## src/hw/rtl/casc_pkg.sv

```systemverilog
`timescale 1ns / 1ps
package casc_pkg;

    localparam int COORD_W    = 32;
    localparam int RAD_W      = 31;
    localparam int ARCS_W     = 10;
    localparam int TOL_W      = 24;
    localparam int ANG_W      = 24;
    localparam int CFG_DATA_W = 32;
    localparam int CFG_IDX_W  = 3;
    localparam int VEC_W      = COORD_W + 1;
    localparam int CW         = 64;
    localparam int ATAN_N     = 32;

    localparam int DEF_MAX_ARCS     = 360;
    localparam int DEF_CORDIC_STEPS = 24;

    localparam logic [ANG_W-1:0] HALF_TURN = 24'h800000;

    localparam logic [ANG_W-1:0] ATAN_TABLE [ATAN_N] = '{
        24'd2097152, 24'd1238021, 24'd654136, 24'd332050,
        24'd166669, 24'd83416, 24'd41718, 24'd20860,
        24'd10430, 24'd5215, 24'd2608, 24'd1304,
        24'd652, 24'd326, 24'd163, 24'd81,
        24'd41, 24'd20, 24'd10, 24'd5,
        24'd3, 24'd1, 24'd1, 24'd0,
        24'd0, 24'd0, 24'd0, 24'd0,
        24'd0, 24'd0, 24'd0, 24'd0
    };

    typedef enum logic [CFG_IDX_W-1:0] {
        CFG_AXIS_X  = 3'd0,
        CFG_AXIS_Y  = 3'd1,
        CFG_RADIUS  = 3'd2,
        CFG_ARCS    = 3'd3,
        CFG_LIN_TOL = 3'd4,
        CFG_ANG_TOL = 3'd5
    } cfg_reg_t;

    typedef struct packed {
        logic signed [COORD_W-1:0] axis_x;
        logic signed [COORD_W-1:0] axis_y;
        logic [RAD_W-1:0]          radius;
        logic [ARCS_W-1:0]         arcs;
        logic [TOL_W-1:0]          lin_tol;
        logic [ANG_W-1:0]          ang_tol;
    } cfg_t;

    typedef struct packed {
        logic signed [VEC_W-1:0] x;
        logic signed [VEC_W-1:0] y;
    } vec_t;

    typedef struct packed {
        logic is_short;
        logic radius_ok;
        logic centre_ok;
    } front_t;

endpackage

```

## src/hw/rtl/casc_decide.sv

```systemverilog
`timescale 1ns / 1ps
module casc_decide #(
    parameter int MAX_ARCS = casc_pkg::DEF_MAX_ARCS
) (
    input  logic                       clk,
    input  logic                       rst_n,
    input  logic                       adv,
    input  logic                       valid_in,
    input  casc_pkg::cfg_t             cfg,
    input  casc_pkg::front_t           flags,
    input  logic [casc_pkg::ANG_W-1:0] from_angle,
    input  logic [casc_pkg::ANG_W-1:0] end_angle,
    input  logic                       zero_vec,
    output logic                       out_valid,
    output logic                       is_arc
);
    import casc_pkg::*;

    localparam int NW = $clog2(MAX_ARCS + 1);
    localparam int PW = ANG_W + NW;
    localparam logic [NW-1:0] MAX_N     = NW'(MAX_ARCS);
    localparam logic [PW-1:0] FULL_TURN = PW'(1) << ANG_W;

    logic             v1_reg, v2_reg, out_valid_reg, is_arc_reg;
    front_t           flags1_reg, flags2_reg;
    logic             zero1_reg, zero2_reg, gt1_reg, gt2_reg;
    logic [ANG_W-1:0] diff1_reg;
    logic [PW-1:0]    prod2_reg;

    logic [ANG_W-1:0] sweep_next;
    logic [NW-1:0]    n_next;
    logic             bad_next, result_next;

    always_comb
    begin
        sweep_next = end_angle - from_angle;
        n_next     = (cfg.arcs > ARCS_W'(MAX_ARCS)) ? MAX_N : cfg.arcs[NW-1:0];
        bad_next   = (cfg.radius == '0) || (cfg.arcs == '0);
        if (flags2_reg.is_short)
        begin
            result_next = (cfg.arcs == ARCS_W'(1)) && flags2_reg.radius_ok;
        end
        else
        begin
            result_next = !zero2_reg && gt2_reg && (prod2_reg <= FULL_TURN)
                        && flags2_reg.centre_ok;
        end
        result_next = result_next && !bad_next;
    end

    always_ff @(posedge clk or negedge rst_n)
    begin
        if (!rst_n)
        begin
            v1_reg        <= 1'b0;
            v2_reg        <= 1'b0;
            out_valid_reg <= 1'b0;
        end
        else if (adv)
        begin
            v1_reg        <= valid_in;
            v2_reg        <= v1_reg;
            out_valid_reg <= v2_reg;
        end
    end

    always_ff @(posedge clk)
    begin
        if (adv)
        begin
            flags1_reg <= flags;
            zero1_reg  <= zero_vec;
            gt1_reg    <= sweep_next > cfg.ang_tol;
            diff1_reg  <= sweep_next - cfg.ang_tol;
            flags2_reg <= flags1_reg;
            zero2_reg  <= zero1_reg;
            gt2_reg    <= gt1_reg;
            prod2_reg  <= PW'(diff1_reg) * PW'(n_next);
            is_arc_reg <= result_next;
        end
    end

    assign out_valid = out_valid_reg;
    assign is_arc    = is_arc_reg;

endmodule

```

## config.mk

```make
export PLATFORM = sky130hd
export DESIGN_NAME = casc_decide
export DESIGN_NICKNAME = d
export VERILOG_FILES = /design/src/hw/rtl/casc_pkg.sv /design/src/hw/rtl/casc_decide.sv
export SDC_FILE = /design/constraint.sdc
export NUM_CORES = 1
export LEC_CHECK = 0
export BUFFER_PORTS_ARGS = -buffer_cell sky130_fd_sc_hd__buf_2
export CAP_MARGIN = 20
export CORE_UTILIZATION = 60
export DETAILED_ROUTE_END_ITERATION = 7
export PLACE_DENSITY = 0.85
export SYNTH_ARGS = -nofsm -noshare
export SYNTH_HDL_FRONTEND = slang
export SYNTH_SLANG_ARGS = --single-unit
```

## constraint.sdc

```tcl
create_clock -name clk -period 10.99 [get_ports clk]
set_input_delay 2.198 -clock clk [delete_from_list [all_inputs] [get_ports clk]]
set_output_delay 2.198 -clock clk [all_outputs]
set_load 0.02 [all_outputs]
```

==> results.py <==
metrics = {
    "run_status": {
        "status": "completed",
    },
    "layout": {
        "largest_reg_flops": 33,
        "diodes": 0,
        "drive_gt1_share_pct": 11.0,
        "nNetsFinal": 1896,
        "synthToLayoutAreaGrowth_pct": 9.27,
    },
    "critical_path": {
        "rr_worst_depth": 15,
        "critPathKind": "in2reg",
        "critPathLaunchType": "input port",
        "regToRegStartpoint": "diff1_reg[5]",
        "required_ps": 11170,
        "worstPathArrival_ps": 8790,
        "reg2reg_to": "prod2_reg[28]",
        "r2r_slack_ps": 5670,
        "critPathMaxFanout": 22,
        "cp-end-kind": "flip-flop",
    },
    "global_routing": {
        "first_global_vias": 9627,
        "grt_pass1_wl_um": 44400,
        "grt_use_total_pct": 27.6,
        "grt_max_degree": 72,
        "grt_antenna_before_repair": 0,
        "overflow": 0,
    },
    "synthesis": {
        "avgSynthCellArea_sq_um": 8.95,
        "synthesis.nets": 1798,
        "synthDistinctLibCells": 75,
        "ys_ff_latch": 71,
        "syn_area_sq_um": 11900,
        "yosysSeqAreaShare_pct": 17.7,
        "synth_edf_count": 68,
        "ys.warnings.count": 0,
        "async_reset_ff_share_pct": 4.23,
        "syn_inst": 1332,
        "ys.flop_type": "edfxtp_1",
    },
    "sta": {
        "slew_headroom_pct": 37.9,
        "slew_viol_final": 0,
        "min_period_ps": 8610,
        "skew_ps": 12.6,
        "final-hold-violation-count": 0,
        "tightest_slew_ps": 931,
        "fin_tns_setup_ps": 0,
        "finalSetupViolations": 0,
        "max_freq_mhz": 116,
        "rsz0062_at_grt": "no",
        "fin_crit_sh_pct": 78.4,
    },
    "min_path": {
        "min_path_cells": 0,
        "min_from": "flags1_reg[1]",
        "min_path_type": "reg2reg",
        "min_to": "flags2_reg[1]",
    },
    "clocking": {
        "htreeDepth": 3,
        "cts_buffers": 9,
        "cts_resized": 0,
        "ctsHoldBuffers": 0,
        "postCtsSetupRepairBufs": 0,
        "insertion_delay_ps": 350,
        "cts.reportedPaths.clkPinSlew_ps": 50,
        "root_buffer": "clkbuf_16",
        "cts_tree": "built",
        "clock-sinks": 71,
        "cts_buffer_depth": 2,
    },
    "detailed_routing": {
        "via_count": 9565,
        "detail-route-antenna-nets": 0,
        "drtIter0Drc": 562,
        "wl_per_cell_um": 15.5,
        "first_pass_iters": 6,
        "drcViolationCount": 0,
        "wirelength_um": 26400,
        "viasPerCell": 5.63,
    },
    "flow_run": {
        "max_cap_viol_count": 0,
    },
    "die": {
        "die_w_um": 143,
        "dieArea_sq_um": 20400,
        "rows": 51,
        "io_pins": 211,
        "fp.coreArea_sq_um": 19500,
        "die_y_um": 143,
        "initial_core_util_pct": 61.3,
    },
    "placed_design": {
        "place.port_buffers": 122,
        "dp_hpwl_um": 21100,
        "gp_congestion": 0.933,
    },
}
critical path: stages:
cell	delay [ps]
buf_2	150
or3_1	350
a21oi_1	150
o21bai_1	90
a21oi_2	550
and2_1	840
nand2_1	170
fa_1	510
inv_1	50
fa_1	460
fa_1	490
inv_1	60
fa_1	530
inv_1	40
ha_1	350
o211ai_1	110
a21oi_1	250
o21ai_1	180
o31ai_1	600
o21ai_1	200
mux2_1	340
o211ai_1	90
synthesized netlist by cell type (5+ instances only):
master    instances  area share (%)
clkbuf_1         32             1.0
ha_1            100              10
o21ai_0          20            0.84
nor4_1           18            0.94
edfxtp_1         68              17
nand2b_1         11            0.58
nor2_1           46             1.4
a21oi_1          65             2.7
nand3_1          19            0.80
a21o_1           30             1.9
and3_1           57             3.0
fa_1            157              26
nand3b_1          5            0.31
and2_1           88             4.6
o211ai_1          7            0.44
a311oi_1          6            0.44
o21bai_1          8            0.50
xor2_1           20             1.5
o21a_1           12            0.76
nand4_1          14            0.73
xnor2_1          42             3.1
buf_2             7            0.29
nor3_1           12            0.50
nand2_1         130             4.1
inv_1           256             8.1
a21boi_0          6            0.38
a31oi_1          14            0.73
o21ai_1           9            0.38
placed cells by master (no fill, tap or decap), types with 11 or more instances in the layout:
cell	count
and2_1	88
and3_1	57
fa_1	157
nor2_1	46
buf_2	122
edfxtp_1	68
nand3_1	19
nor3_1	12
o21ai_0	20
nor4_1	18
nand2_1	130
ha_1	100
inv_1	256
a21o_1	30
xor2_1	20
nand4_1	14
a31oi_1	14
o21a_1	12
xnor2_1	42
a21oi_1	65
nand2b_1	11
layout make-up:
class	count	area [sq um]
Clock buffer	11	233
Timing Repair Buffer	130	671
Multi-Input combinational cell	962	8670
Inverter	256	961
Clock inverter	5	48.8
Sequential cell	71	2120
Tap cell	265	332
Fill cell	1506	6430
routing by layer:
layer | track usage [%] | part of all wire, % | vias to the layer above | wire (um)
met5 | 0 | 0 | - | 0
met4 | 9.56 | 3.0 | 0 | 779
li1 | - | - | 4585 | -
met2 | 47.6 | 48 | 427 | 12700
met3 | 3.69 | 7.4 | 61 | 1960
met1 | 35.6 | 42 | 4492 | 11000
logic make-up (layout without fill, tap and decap cells):
kind of cell    count (synthesis)  count (layout)  share of synthesized area [%]
mux                             5               5                          0.462
flops                          71              71                           17.7
simple gates                  421             421                           18.3
fa+ha+maj                     257             257                           36.8
compound gates                217             217                           12.5
buf+inv                       299             402                           9.55
xor+xnor                       62              62                           4.55
how the worst max path moves through the flow:
stage / slack (ps) / end / from / cells after the start
4_1_cts: 2440 / prod2_reg[28] / cfg[49] / 22
6_report: 2380 / prod2_reg[28] / cfg[49] / 22
5_1_grt: 2050 / prod2_reg[28] / cfg[49] / 22
3_3_place_gp: 2190 / prod2_reg[28] / cfg[49] / 22
3_5_place_dp: 2050 / prod2_reg[28] / cfg[49] / 22
2_1_floorplan: 3380 / prod2_reg[28] / cfg[48] / 24
per-stage QoR:
step / instance area [sq um] / hold WS (ps) / instances / utilization (%) / setup WS, ps
6_report: 13000 / 432 / 1700 / 67.0 / 2380
5_1_grt: 13000 / 435 / 1700 / 67.0 / 2050
4_1_cts: 13000 / 431 / 1700 / 67.0 / 2440
3_5_place_dp: 12800 / 417 / 1684 / 65.5 / 2050
3_3_place_gp: 12800 / 418 / 1684 / 65.5 / 2190
2_1_floorplan: 11900 / 400 / 1332 / - / 3380
Power is not shown: default switching activity piles up to over one toggle a cycle in this logic, so the estimate is an artifact.
